===== config.mk =====
export PLATFORM = sky130hd
export DESIGN_NAME = led_effect_sequencer_top
export DESIGN_NICKNAME = d
export VERILOG_FILES = /design/src/hw/rtl/led_seq_pkg.sv /design/src/hw/rtl/led_effect_sequencer_top.sv
export SDC_FILE = /design/constraint.sdc
export NUM_CORES = 1
export LEC_CHECK = 0
export BUFFER_PORTS_ARGS = -buffer_cell sky130_fd_sc_hd__clkbuf_2
export CORE_ASPECT_RATIO = 0.7
export CORE_MARGIN = 4
export CORE_UTILIZATION = 55
export CTS_BUF_LIST = sky130_fd_sc_hd__clkbuf_4 sky130_fd_sc_hd__clkbuf_8
export DETAILED_ROUTE_END_ITERATION = 16
export PLACE_DENSITY = 0.82
export RECOVER_POWER = 50
export SETUP_SLACK_MARGIN = 0.05
export SYNTH_ARGS = -nofsm -noshare
export SYNTH_HDL_FRONTEND = slang
export SYNTH_SLANG_ARGS = --single-unit

===== constraint.sdc =====
create_clock -name clk_i -period 5.3 [get_ports clk_i]
set_clock_uncertainty 0.15 [all_clocks]
set_input_delay 0 -clock clk_i [delete_from_list [all_inputs] [get_ports clk_i]]
set_output_delay 0 -clock clk_i [all_outputs]
set_load 0.02 [all_outputs]

===== src/hw/rtl/led_seq_pkg.sv =====
// ----------------------------------------------------------------------------
// LED effect sequencer package
// Shared widths, register indexes, effect codes, reset values and result type.
// ----------------------------------------------------------------------------
package led_seq_pkg;

  // Number of LEDs driven by the pattern register
  localparam int unsigned LedCount = 8;

  // Configuration port
  localparam int unsigned CfgIdxW  = 2;
  localparam int unsigned CfgDataW = 16;
  localparam logic [CfgIdxW-1:0] CfgSpeedDivide   = 2'd0;
  localparam logic [CfgIdxW-1:0] CfgLongPressTicks = 2'd1;

  // Configuration reset values
  localparam logic [7:0]  SpeedDivideRst   = 8'd20;
  localparam logic [15:0] LongPressTicksRst = 16'd160;

  // Effect codes
  localparam logic [2:0] EffLeft    = 3'd0;
  localparam logic [2:0] EffRight   = 3'd1;
  localparam logic [2:0] EffJohnson = 3'd2;
  localparam logic [2:0] EffRotate  = 3'd3;
  localparam logic [2:0] EffFill    = 3'd4;

  // Pattern constants
  localparam logic [LedCount-1:0] PatAllOn    = 8'hFF;
  localparam logic [LedCount-1:0] PatRotate   = 8'h0F;
  localparam logic [LedCount-1:0] PatLowBit   = 8'h01;
  localparam logic [LedCount-1:0] PatHighBit  = 8'h80;
  localparam logic [15:0]         HoldMax     = 16'hFFFF;

  // Debounce history patterns
  localparam logic [2:0] PressPat   = 3'b100;
  localparam logic [3:0] ReleasePat = 4'b0011;

  // One result item
  typedef struct packed {
    logic [LedCount-1:0] led_pattern;
    logic [2:0]          effect_index;
    logic                is_halted;
  } result_t;

endpackage


===== src/hw/rtl/led_effect_sequencer_top.sv =====
// ----------------------------------------------------------------------------
// LED effect sequencer top level
// Five-effect LED chaser driven by tick items, with debounced stop/next button.
// ----------------------------------------------------------------------------
// Usage:
//   Input channel (in_valid_i / in_stall_o) carries one tick item holding the
//   sampled button level (0 = pressed). Every accepted item updates the
//   effect, debounce and hold state and produces exactly one result item on
//   the output channel (out_valid_o / out_stall_i): LED pattern, active
//   effect and halt flag.
//   A result is written into the result queue when its item is accepted.
//   Throughput is one item per cycle while the queue is not full; the state
//   update is combinational shift/compare/count logic between the state registers.
//   A two-entry result queue sits on the output, so one item is still taken
//   while a result waits under stall; in_stall_o rises only when both entries
//   are occupied.
//   Reset clears the queue and loads the power-up state (chaser at bit 0,
//   effect 0, running) and the register defaults (divide 20, long press 160).
//   Configuration writes apply on the edge where cfg_we_i is high.
// ----------------------------------------------------------------------------
module led_effect_sequencer_top (
  input  logic                               clk_i,
  input  logic                               rst_ni,
  // configuration write port
  input  logic                               cfg_we_i,
  input  logic [led_seq_pkg::CfgIdxW-1:0]    cfg_idx_i,
  input  logic [led_seq_pkg::CfgDataW-1:0]   cfg_data_i,
  // tick items
  input  logic                               in_valid_i,
  output logic                               in_stall_o,
  input  logic                               button_level_i,
  // result items
  output logic                               out_valid_o,
  input  logic                               out_stall_i,
  output logic [led_seq_pkg::LedCount-1:0]   led_pattern_o,
  output logic [2:0]                         effect_index_o,
  output logic                               is_halted_o
);

  localparam int unsigned N = led_seq_pkg::LedCount;

  // Configuration registers
  logic [7:0]  speed_divide_q;
  logic [15:0] long_press_ticks_q;

  // Effect and button state
  logic [7:0]   tick_count_q,  tick_count_d;
  logic [N-1:0] chaser_bits_q, chaser_bits_d;
  logic [N-1:0] fill_bits_q,   fill_bits_d;
  logic [N-1:0] fill_mask_q,   fill_mask_d;
  logic         filling_up_q,  filling_up_d;
  logic [2:0]   effect_sel_q,  effect_sel_d;
  logic         halted_q,      halted_d;
  logic         held_q,        held_d;
  logic [15:0]  hold_ticks_q,  hold_ticks_d;
  logic [3:0]   history_q,     history_d;
  logic [N-1:0] led_q,         led_d;

  // Result queue
  led_seq_pkg::result_t head_q, tail_q, res_new;
  logic [1:0] count_q;
  logic       push, pop;

  assign in_stall_o  = (count_q == 2'd2);
  assign out_valid_o = (count_q != 2'd0);
  assign push        = in_valid_i && !in_stall_o;
  assign pop         = out_valid_o && !out_stall_i;

  // Write configuration registers
  always_ff @(posedge clk_i or negedge rst_ni) begin
    if (!rst_ni) begin
      speed_divide_q     <= led_seq_pkg::SpeedDivideRst;
      long_press_ticks_q <= led_seq_pkg::LongPressTicksRst;
    end else if (cfg_we_i) begin
      case (cfg_idx_i)
        led_seq_pkg::CfgSpeedDivide:    speed_divide_q     <= cfg_data_i[7:0];
        led_seq_pkg::CfgLongPressTicks: long_press_ticks_q <= cfg_data_i[15:0];
        default: ;
      endcase
    end
  end

  // Compute the next state for one tick
  always_comb begin
    logic [7:0]   tc;
    logic [N-1:0] cb, fb, fm, led;
    logic         fu, hl, hd, due, clr_inv;
    logic [2:0]   sel;
    logic [15:0]  ht;
    logic [3:0]   hist;

    tc  = tick_count_q;
    cb  = chaser_bits_q;
    fb  = fill_bits_q;
    fm  = fill_mask_q;
    fu  = filling_up_q;
    sel = effect_sel_q;
    hl  = halted_q;
    hd  = held_q;
    ht  = hold_ticks_q;
    led = led_q;
    due = 1'b0;
    clr_inv = (effect_sel_q == led_seq_pkg::EffJohnson);

    // Advance the divider and the active effect
    if (!halted_q && (effect_sel_q <= led_seq_pkg::EffFill)) begin
      tc = tick_count_q + 8'd1;
      if (tc > speed_divide_q) begin
        tc  = '0;
        due = 1'b1;
      end
    end

    if (due) begin
      case (effect_sel_q)
        led_seq_pkg::EffLeft: begin
          led = chaser_bits_q;
          cb  = chaser_bits_q << 1;
          if (cb == '0) cb = led_seq_pkg::PatLowBit;
        end
        led_seq_pkg::EffRight: begin
          led = chaser_bits_q;
          cb  = chaser_bits_q >> 1;
          if (cb == '0) cb = led_seq_pkg::PatHighBit;
        end
        led_seq_pkg::EffRotate: begin
          led = fill_bits_q;
          fb  = {fill_bits_q[N-2:0], fill_bits_q[N-1]};
        end
        led_seq_pkg::EffJohnson, led_seq_pkg::EffFill: begin
          led = fill_bits_q;
          if (filling_up_q) begin
            fb = fill_bits_q | fill_mask_q;
            fm = fill_mask_q << 1;
          end else begin
            fb = clr_inv ? (fill_bits_q & ~fill_mask_q) : (fill_bits_q & fill_mask_q);
            fm = (fill_mask_q << 1) | led_seq_pkg::PatLowBit;
          end
          if (fb == led_seq_pkg::PatAllOn) begin
            fu = 1'b0;
          end else if (fb == '0) begin
            fm = led_seq_pkg::PatLowBit;
            fu = 1'b1;
          end
        end
        default: ;
      endcase
    end

    // Shift in the button sample and detect press / release
    hist = {history_q[2:0], button_level_i};
    if (hist[2:0] == led_seq_pkg::PressPat) hd = 1'b1;
    if (hist == led_seq_pkg::ReleasePat) begin
      hd = 1'b0;
      if (hold_ticks_q > long_press_ticks_q) begin
        if (halted_q) begin
          sel = (effect_sel_q >= led_seq_pkg::EffFill) ? led_seq_pkg::EffLeft
                                                        : effect_sel_q + 3'd1;
          tc  = '0;
          cb  = '0;
          fb  = (sel == led_seq_pkg::EffRotate) ? led_seq_pkg::PatRotate : '0;
          fu  = 1'b1;
          hl  = 1'b0;
        end
      end else begin
        hl = !halted_q;
      end
      ht = '0;
    end

    // Count hold time, saturating
    if (hd && (ht != led_seq_pkg::HoldMax)) ht = ht + 16'd1;

    tick_count_d  = tc;
    chaser_bits_d = cb;
    fill_bits_d   = fb;
    fill_mask_d   = fm;
    filling_up_d  = fu;
    effect_sel_d  = sel;
    halted_d      = hl;
    held_d        = hd;
    hold_ticks_d  = ht;
    history_d     = hist;
    led_d         = led;

    res_new.led_pattern  = led;
    res_new.effect_index = sel;
    res_new.is_halted    = hl;
  end

  // Update state on each accepted item
  always_ff @(posedge clk_i or negedge rst_ni) begin
    if (!rst_ni) begin
      tick_count_q  <= '0;
      chaser_bits_q <= led_seq_pkg::PatLowBit;
      fill_bits_q   <= '0;
      fill_mask_q   <= led_seq_pkg::PatLowBit;
      filling_up_q  <= 1'b1;
      effect_sel_q  <= led_seq_pkg::EffLeft;
      halted_q      <= 1'b0;
      held_q        <= 1'b0;
      hold_ticks_q  <= '0;
      history_q     <= '0;
      led_q         <= '0;
    end else if (push) begin
      tick_count_q  <= tick_count_d;
      chaser_bits_q <= chaser_bits_d;
      fill_bits_q   <= fill_bits_d;
      fill_mask_q   <= fill_mask_d;
      filling_up_q  <= filling_up_d;
      effect_sel_q  <= effect_sel_d;
      halted_q      <= halted_d;
      held_q        <= held_d;
      hold_ticks_q  <= hold_ticks_d;
      history_q     <= history_d;
      led_q         <= led_d;
    end
  end

  // Track result queue occupancy
  always_ff @(posedge clk_i or negedge rst_ni) begin
    if (!rst_ni) begin
      count_q <= '0;
    end else begin
      case ({push, pop})
        2'b10:   count_q <= count_q + 2'd1;
        2'b01:   count_q <= count_q - 2'd1;
        default: ;
      endcase
    end
  end

  // Hold result payloads: head is shown, tail waits behind it
  always_ff @(posedge clk_i) begin
    if (pop) begin
      head_q <= (push || count_q == 2'd2) ? ((count_q == 2'd2) ? tail_q : res_new) : head_q;
    end else if (push && count_q == 2'd0) begin
      head_q <= res_new;
    end
    if (push && !pop && count_q == 2'd1) begin
      tail_q <= res_new;
    end
  end

  assign led_pattern_o  = head_q.led_pattern;
  assign effect_index_o = head_q.effect_index;
  assign is_halted_o    = head_q.is_halted;

endmodule


==> results of run 1 <==
## layer usage
layer	global-route usage, %	share of wire, %
met5	0	0
met4	9.11	2.4
met2	37.2	45
met1	34.5	44
met3	5.91	9.2
## kinds of logic (layout without fill, tap and decap cells)
group	Yosys count	in the layout	synth area share, %
xor+xnor	17	17	2.27
flops	115	115	45.9
compound gates	162	162	17.8
mux	31	31	5.29
fa+ha+maj	36	36	6.87
simple gates	218	218	17.2
buf+inv	77	150	4.73
## synthesized netlist by cell type (all sizes together), types with 2 or more instances
cell type	n	area, sq um
nand3	35	175
and4	4	35.0
nand4bb	4	45.0
xor2	5	43.8
mux2	29	327
nand2	82	308
dfrtp	84	2100
buf	15	77.6
nand2b	2	12.5
a41oi	2	17.5
a31oi	3	18.8
or4bb	5	56.3
a221o	2	20.0
or3	2	12.5
a311o	4	40.0
nand4b	2	17.5
nand3b	2	15.0
nor2	30	123
edfxtp	24	721
mux2i	2	20.0
a22oi	10	75.1
and3	3	18.8
nor2b	8	50.1
a22o	29	254
clkbuf	16	60.1
or2	4	25.0
xnor2	12	105
ha	36	450
o211a	2	20.0
nand4	10	62.6
dfstp	7	184
nor4	6	43.8
o31ai	3	27.5
a32o	4	40.0
o221ai	8	70.1
inv	45	169
a32oi	2	17.5
nor3	7	35.0
o21ai	44	224
a21oi	17	96.4
and2	7	43.8
o211ai	28	210
## cell type report
| cell class | count | area share [%] |
|---|---|---|
| clock buffer | 18 | 3.20 |
| multi-input combinational | 464 | 42.9 |
| inverter | 46 | 2.29 |
| clock inverter | 13 | 2.52 |
| tap | 157 | 2.60 |
| timing repair buffer | 73 | 6.68 |
| sequential | 115 | 39.8 |
## stage by stage
step / cell area (sq um) / instances / util, %
floorplan: 6560 / 656 / -
CTS: 7600 / 886 / 65.0
finish: 7550 / 886 / 64.6
global route: 7550 / 886 / 64.6
global placement: 6830 / 822 / 58.4
detailed placement: 6830 / 822 / 58.4
## flip-flops by register name, summed over array words and instances, names as in the netlist
register and flops:
speed_divide_q 8, led_q 8, is_halted_o 1, history_q 3
fill_bits_q 8, halted_q 1, long_press_ticks_q 16, tick_count_q 8
led_pattern_o 8, filling_up_q 1, held_q 1, effect_sel_q 3
count_q 2, effect_index_o 3, fill_mask_q 8, chaser_bits_q 8
tail_q 12, hold_ticks_q 16
## what timing repair did
item / 4_1_cts / 5_1_grt
hold endpoints to repair: 67 / 0
hold buffers: 33 / 0
endpoints found under the setup margin: 0 / 0
buffers inserted: 0 / 0
## worst paths after layout
kind / cells after the start / from / to
worst max register to register: 11 / tick_count_q[0]$_DFFE_PN0P_ / led_pattern_o[3]$_DFFE_PP_
max in group clk_i: 11 / tick_count_q[0]$_DFFE_PN0P_ / led_pattern_o[3]$_DFFE_PP_
worst max-delay path: 4 / rst_ni / fill_bits_q[3]$_DFFE_PN0P_
worst min register to register: 1 / led_q[7]$_DFFE_PN0P_ / led_q[7]$_DFFE_PN0P_
worst min-delay path: 3 / in_valid_i / led_pattern_o[7]$_DFFE_PP_
min in group asynchronous: 3 / rst_ni / fill_mask_q[0]$_DFFE_PN1P_
## report_power, final
group	internal [mW]	switching [mW]	total, mW
combinational	0.508	0.711	1.22
clock	0.554	0.353	0.908
sequential	1.19	0.183	1.37
## critical path, stage by stage
cell and delay (ns):
dlygate4sd3_1 0.52, dlygate4sd3_1 0.54, clkbuf_1 0.43, clkbuf_1 2.06
==> qor.json, run 1 <==
{
  "run_status": {
    "run_status": "finished, violations left",
    "failed_checks": "max-capacitance violations, max-slew violations"
  },
  "yosys": {
    "synth_flop_cell": "dfrtp_1",
    "ys_ff_latch": 115,
    "gate_count_after_technology_mapping": 656,
    "syn_std_cell_area_sq_um": 6560,
    "ys_seq_area_share_pct": 45.9,
    "syn-num-nets": 716,
    "synth_cell_types": 64,
    "synth.avg_cell_area_sq_um": 9.99,
    "async_flop_share_pct": 79.1,
    "synth_enable_flop_cells": 24,
    "yosys_warnings": 0
  },
  "final_layout": {
    "num_antenna_cells": 0,
    "fill_cells": 868,
    "final-seq-area_sq_um": 3010,
    "leading_cell_type_in_the_layout_fill_and_taps_excluded": "dfrtp_1",
    "nets": 777,
    "layout-drive-gt1-share_pct": 13.3,
    "synthToLayoutAreaGrowth_pct": 15.2,
    "layout_common_cells": "dfrtp_1, nand2_1, inv_1",
    "footprint_of_the_multi_input_gates_sq_um": 3240
  },
  "setup_path": {
    "maximum_net_fanout_on_the_critical_path": 53,
    "setup.reg_to_reg.worst_slack_ns": 1.80,
    "end_kind": "async pin",
    "setup.worst_path.start_class": "input pin",
    "critPathKind": "in2async",
    "cp_data_required_time_ns": 5.07,
    "critPathArrivalTime_ns": 3.57
  },
  "floorplanning": {
    "rows": 33,
    "io-pin-count": 38,
    "die_x_um": 138,
    "initial_core_util_pct": 56.1,
    "core_area_sq_um": 11700,
    "die_h_um": 99.3,
    "die_area_sq_um": 13800
  },
  "grt": {
    "global_route.usage.total_pct": 24.5,
    "grt_antenna_before_repair": 0,
    "first_global_vias": 5383,
    "grt_first_pass_wirelength_um": 27400,
    "grt_remaining_overflow": 0,
    "grt_start_max_net_pins": 54
  },
  "clock_tree": {
    "clock_sinks": 115,
    "clock_insertion_delay_worst_skew_ns": 0.44,
    "cts.htree.levels": 4,
    "cts_made_buffers": 17,
    "cts_root_buf": "clkbuf_8",
    "cts-root-to-sink-buffers": 2,
    "cts.repair.resized": 0,
    "cts_tree": "built",
    "clk_pin_slew_worst_paths_ns": 0.07
  },
  "sta": {
    "postLayoutSetupSlackWorst_ns": 1.50,
    "fmaxAchievable_mhz": 263,
    "final_min_period_over_clock_period_pct": 71.7,
    "normalized_max_slew_margin_pct": -88.3,
    "period_needed_ns": 3.80,
    "timing.hold.ws_ns": 0.115,
    "finalHoldViolCount": 0,
    "worstMarginPinSlew_ns": 2.82,
    "slew_viols_final": 91,
    "setup-violations-final": 0,
    "final.setup.tns_ns": 0,
    "rsz0062_at_grt": "no"
  },
  "route": {
    "drtPass1Iterations": 5,
    "post_drt_wl_per_cell_um": 18.1,
    "initial_drc_count": 538,
    "route.vias.total": 5485,
    "detail_route.wirelength_um": 16000,
    "drt.antenna.violating_nets": 0,
    "detail_route.drc_violations": 0,
    "viasPerCell": 6.19
  },
  "power": {
    "max-vdd-ir-drop_mv": 0.328,
    "leakage_nw": 3.20,
    "p_per_area_nw_per_um2": 463,
    "post-layout-total-power_mw": 3.50
  },
  "hold_path": {
    "hold_class": "in2reg"
  },
  "placed_design": {
    "gp_congestion": 0.894,
    "place.port_buffers": 37,
    "dp_hpwl_um": 10800,
    "place_ws_ns": 1.84
  },
  "job": {
    "timing.max_cap.violations": 2
  }
}
(Power assumes the default switching activity.)
==> run 2, diff against run 1 <==
Clock period 5.3 ns to 3.63 ns, I/O delays scaled along.
==> qor.json, run 2 (synthesized netlist as in run 1, its figures left out) <==
{
  "run_status": {
    "run_status": "complete, no violations"
  },
  "clock_tree": {
    "cts_made_buffers": {"value": 17, "change": "unchanged"},
    "post_cts_buffers": {"value": 0, "change": "unchanged"},
    "cts_root_buf": "clkbuf_8",
    "cts_tree": "built",
    "cts.htree.levels": {"value": 4, "change": "unchanged"},
    "clock_sinks": {"value": 115, "change": "unchanged"},
    "cts-root-to-sink-buffers": {"value": 2, "change": "unchanged"},
    "clk_pin_slew_worst_paths": {"value": 0.07, "unit": "ns", "change": "about the same"},
    "clock_insertion_delay_worst_skew": {"value": 0.43, "unit": "ns", "change": "about the same"}
  },
  "floorplanning": {
    "rows": {"value": 33, "change": "unchanged"},
    "io-pin-count": {"value": 38, "change": "unchanged"},
    "die_x": {"value": 138, "unit": "um", "change": "unchanged"},
    "core_area": {"value": 11700, "unit": "sq um", "change": "unchanged"},
    "die_area": {"value": 13800, "unit": "sq um", "change": "unchanged"},
    "initial_core_util": {"value": 56.1, "unit": "%", "change": "unchanged"},
    "die_h": {"value": 99.3, "unit": "um", "change": "unchanged"}
  },
  "placed_design": {
    "gp_congestion": {"value": 0.923, "change": "+3.3%"},
    "dp_hpwl": {"value": 11000, "unit": "um", "change": "+2.8%"},
    "place.port_buffers": {"value": 37, "change": "unchanged"}
  },
  "grt": {
    "first_global_vias": {"value": 5424, "change": "+0.76%"},
    "global_route.usage.total": {"value": 24.2, "unit": "%", "change": "-0.34 points"},
    "grt_start_max_net_pins": {"value": 58, "change": "+7.4%"},
    "grt_antenna_before_repair": {"value": 1, "change": "+1"},
    "grt_first_pass_wirelength": {"value": 27100, "unit": "um", "change": "-1.0%"},
    "grt_remaining_overflow": {"value": 0, "change": "unchanged"}
  },
  "setup_path": {
    "end_kind": "register",
    "critical_path.slowest_cell": "or4b_4",
    "setup.reg_to_reg.worst_slack": {"value": 0.27, "unit": "ns", "change": "-1.53 ns"},
    "cp_data_required_time": {"value": 3.65, "unit": "ns", "change": "-1.42 ns"},
    "worstReg2RegStart": "tick_count_q[0]$_DFFE_PN0P_",
    "worst-r2r-cell-count": {"value": 11, "change": "unchanged"},
    "largest_stage_delay_on_the_critical_path": {"value": 0.52, "unit": "ns", "change": "-1.54 ns"},
    "cell_breakdown_of_the_critical_path": "ha_1 -> nand3_1 -> nor2_1 -> xor2_1 -> ha_1 -> nand4_1 -> or4b_4 -> a21oi_4 -> o21ai_2 -> a22o_1 -> mux2_2",
    "library_cell_appearing_most_often_on_the_critical_path": "ha_1",
    "critPathKind": "reg2reg",
    "maximum_net_fanout_on_the_critical_path": {"value": 8, "change": "-85%"},
    "setup.worst_path.start_class": "register",
    "reg2reg_to": "led_pattern_o[3]$_DFFE_PP_",
    "critPathArrivalTime": {"value": 3.38, "unit": "ns", "change": "-0.19 ns"}
  },
  "hold_path": {
    "whs_endpoint": "is_halted_o$_DFFE_PP_",
    "worstHoldPathCells": {"value": 4, "change": "+1"},
    "hold_class": "in2reg",
    "hp-start": "in_valid_i"
  },
  "sta": {
    "period_needed_ns": 3.36,
    "fmaxAchievable_mhz": 298,
    "worstMarginPinSlew": {"value": 1.47, "unit": "ns", "change": "-1.35 ns"},
    "slew_viols_final": {"value": 0, "change": "-100%"},
    "final.setup.tns": {"value": 0, "unit": "ns", "change": "unchanged"},
    "final_min_period_over_clock_period_pct": 92.5,
    "setup-violations-final": {"value": 0, "change": "unchanged"},
    "finalHoldViolCount": {"value": 0, "change": "unchanged"},
    "rsz0062_at_grt": "no",
    "normalized_max_slew_margin": {"value": 1.81, "unit": "%", "change": "+90 points"}
  },
  "final_layout": {
    "synthToLayoutAreaGrowth_pct": 16.6,
    "nets": {"value": 779, "change": "+0.26%"},
    "layout_common_cells": "dfrtp_1, nand2_1, inv_1",
    "reg.largest.list": "hold_ticks_q: 16 flops, long_press_ticks_q: 16 flops, tail_q: 12 flops",
    "leading_cell_type_in_the_layout_fill_and_taps_excluded": "dfrtp_1",
    "layout-drive-gt1-share": {"value": 15.0, "unit": "%", "change": "+1.7 points"}
  },
  "route": {
    "drtPass1Iterations": {"value": 7, "change": "+2"},
    "post_drt_wl_per_cell": {"value": 18.3, "unit": "um", "change": "+1.2%"},
    "viasPerCell": {"value": 6.20, "change": "+0.22%"},
    "route.vias.total": {"value": 5522, "change": "+0.67%"},
    "detail_route.wirelength": {"value": 16300, "unit": "um", "change": "+1.6%"},
    "drt.antenna.violating_nets": {"value": 0, "change": "unchanged"},
    "detail_route.drc_violations": {"value": 0, "change": "unchanged"},
    "initial_drc_count": {"value": 526, "change": "-2.2%"}
  },
  "power": {
    "post-layout-total-power": {"value": 5.32, "unit": "mW", "change": "+52%"},
    "max-vdd-ir-drop": {"value": 0.461, "unit": "mV", "change": "+41%"},
    "p_per_area": {"value": 697, "unit": "nW/um^2", "change": "+50%"},
    "leakage": {"value": 3.26, "unit": "nW", "change": "+1.9%"}
  },
  "job": {
    "timing.max_cap.violations": {"value": 0, "change": "-2"}
  }
}
run 2: cell count changes in the layout (fill, tap and decap cells not counted), moves of 2 or more:
cell and change:
buf_4 +6, clkbuf_8 +4, clkbuf_1 -3, clkinv_2 -3, dlygate4sd3_1 -3, clkbuf_2 +2
clkinv_1 -2
run 2: area by class of cell:
class	count	area [sq um]
Clock inverter	9	199
Tap cell	157	196
Inverter	46	173
Sequential cell	115	3010
Antenna cell	1	2.50
Multi-Input combinational cell	464	3240
Timing Repair Buffer	75	518
Clock buffer	23	304
Fill cell	849	4040
run 2: how the worst max path moves through the flow:
stage / from / to / slack, ns / cells after the start
floorplan: tick_count_q[0]$_DFFE_PN0P_ / led_pattern_o[6]$_DFFE_PP_ / 0.57 / 12
global placement: tick_count_q[0]$_DFFE_PN0P_ / led_pattern_o[3]$_DFFE_PP_ / 0.32 / 11
detailed placement: tick_count_q[0]$_DFFE_PN0P_ / led_pattern_o[0]$_DFFE_PP_ / 0.21 / 11
CTS: tick_count_q[0]$_DFFE_PN0P_ / led_pattern_o[3]$_DFFE_PP_ / 0.19 / 11
global route: tick_count_q[1]$_DFFE_PN0P_ / led_pattern_o[3]$_DFFE_PP_ / 0.08 / 11
finish: tick_count_q[0]$_DFFE_PN0P_ / led_pattern_o[3]$_DFFE_PP_ / 0.27 / 11
run 2: layer usage:
layer	global-route usage, %	vias to the layer above	wire [um]
met3	6.34	53	1190
met5	0	-	0
met2	36.9	251	7280
li1	-	2548	-
met1	33.3	2670	7280
met4	9.49	0	533
run 2: report_power, final:
| group | internal, mW | total, mW | switching, mW |
|---|---|---|---|
| Sequential | 1.73 | 1.99 | 0.265 |
| Combinational | 0.768 | 1.83 | 1.06 |
| Clock | 0.976 | 1.50 | 0.524 |
| Total | 3.47 | 5.32 | 1.85 |
run 2: timing repair:
item,CTS,global route
hold buffers,29,0
setup endpoints to repair,0,10
gates resized for setup,0,3
endpoints found under the hold margin,95,0
run 2: worst max-delay path, delay by kind of cell, from the launching register on:
family,cells,cell delay (ns)
compound gates,3,0.63
xor+xnor,1,0.16
fa+ha+maj,2,0.56
flops,1,0.45
mux,1,0.27
simple gates,4,0.88
run 2: through the flow:
step | setup WS (ns) | std cells | instance area [sq um] | utilization (%) | hold slack, ns
after floorplan | 0.567 | 656 | 6560 | - | -0.446
after global placement | 0.324 | 828 | 6870 | 58.8 | -0.0492
after detailed placement | 0.207 | 828 | 6870 | 58.8 | -0.0401
after CTS | 0.194 | 889 | 7660 | 65.6 | 0.0168
after global routing | 0.0819 | 890 | 7640 | 65.4 | 0.0710
final | 0.271 | 890 | 7640 | 65.4 | 0.0864
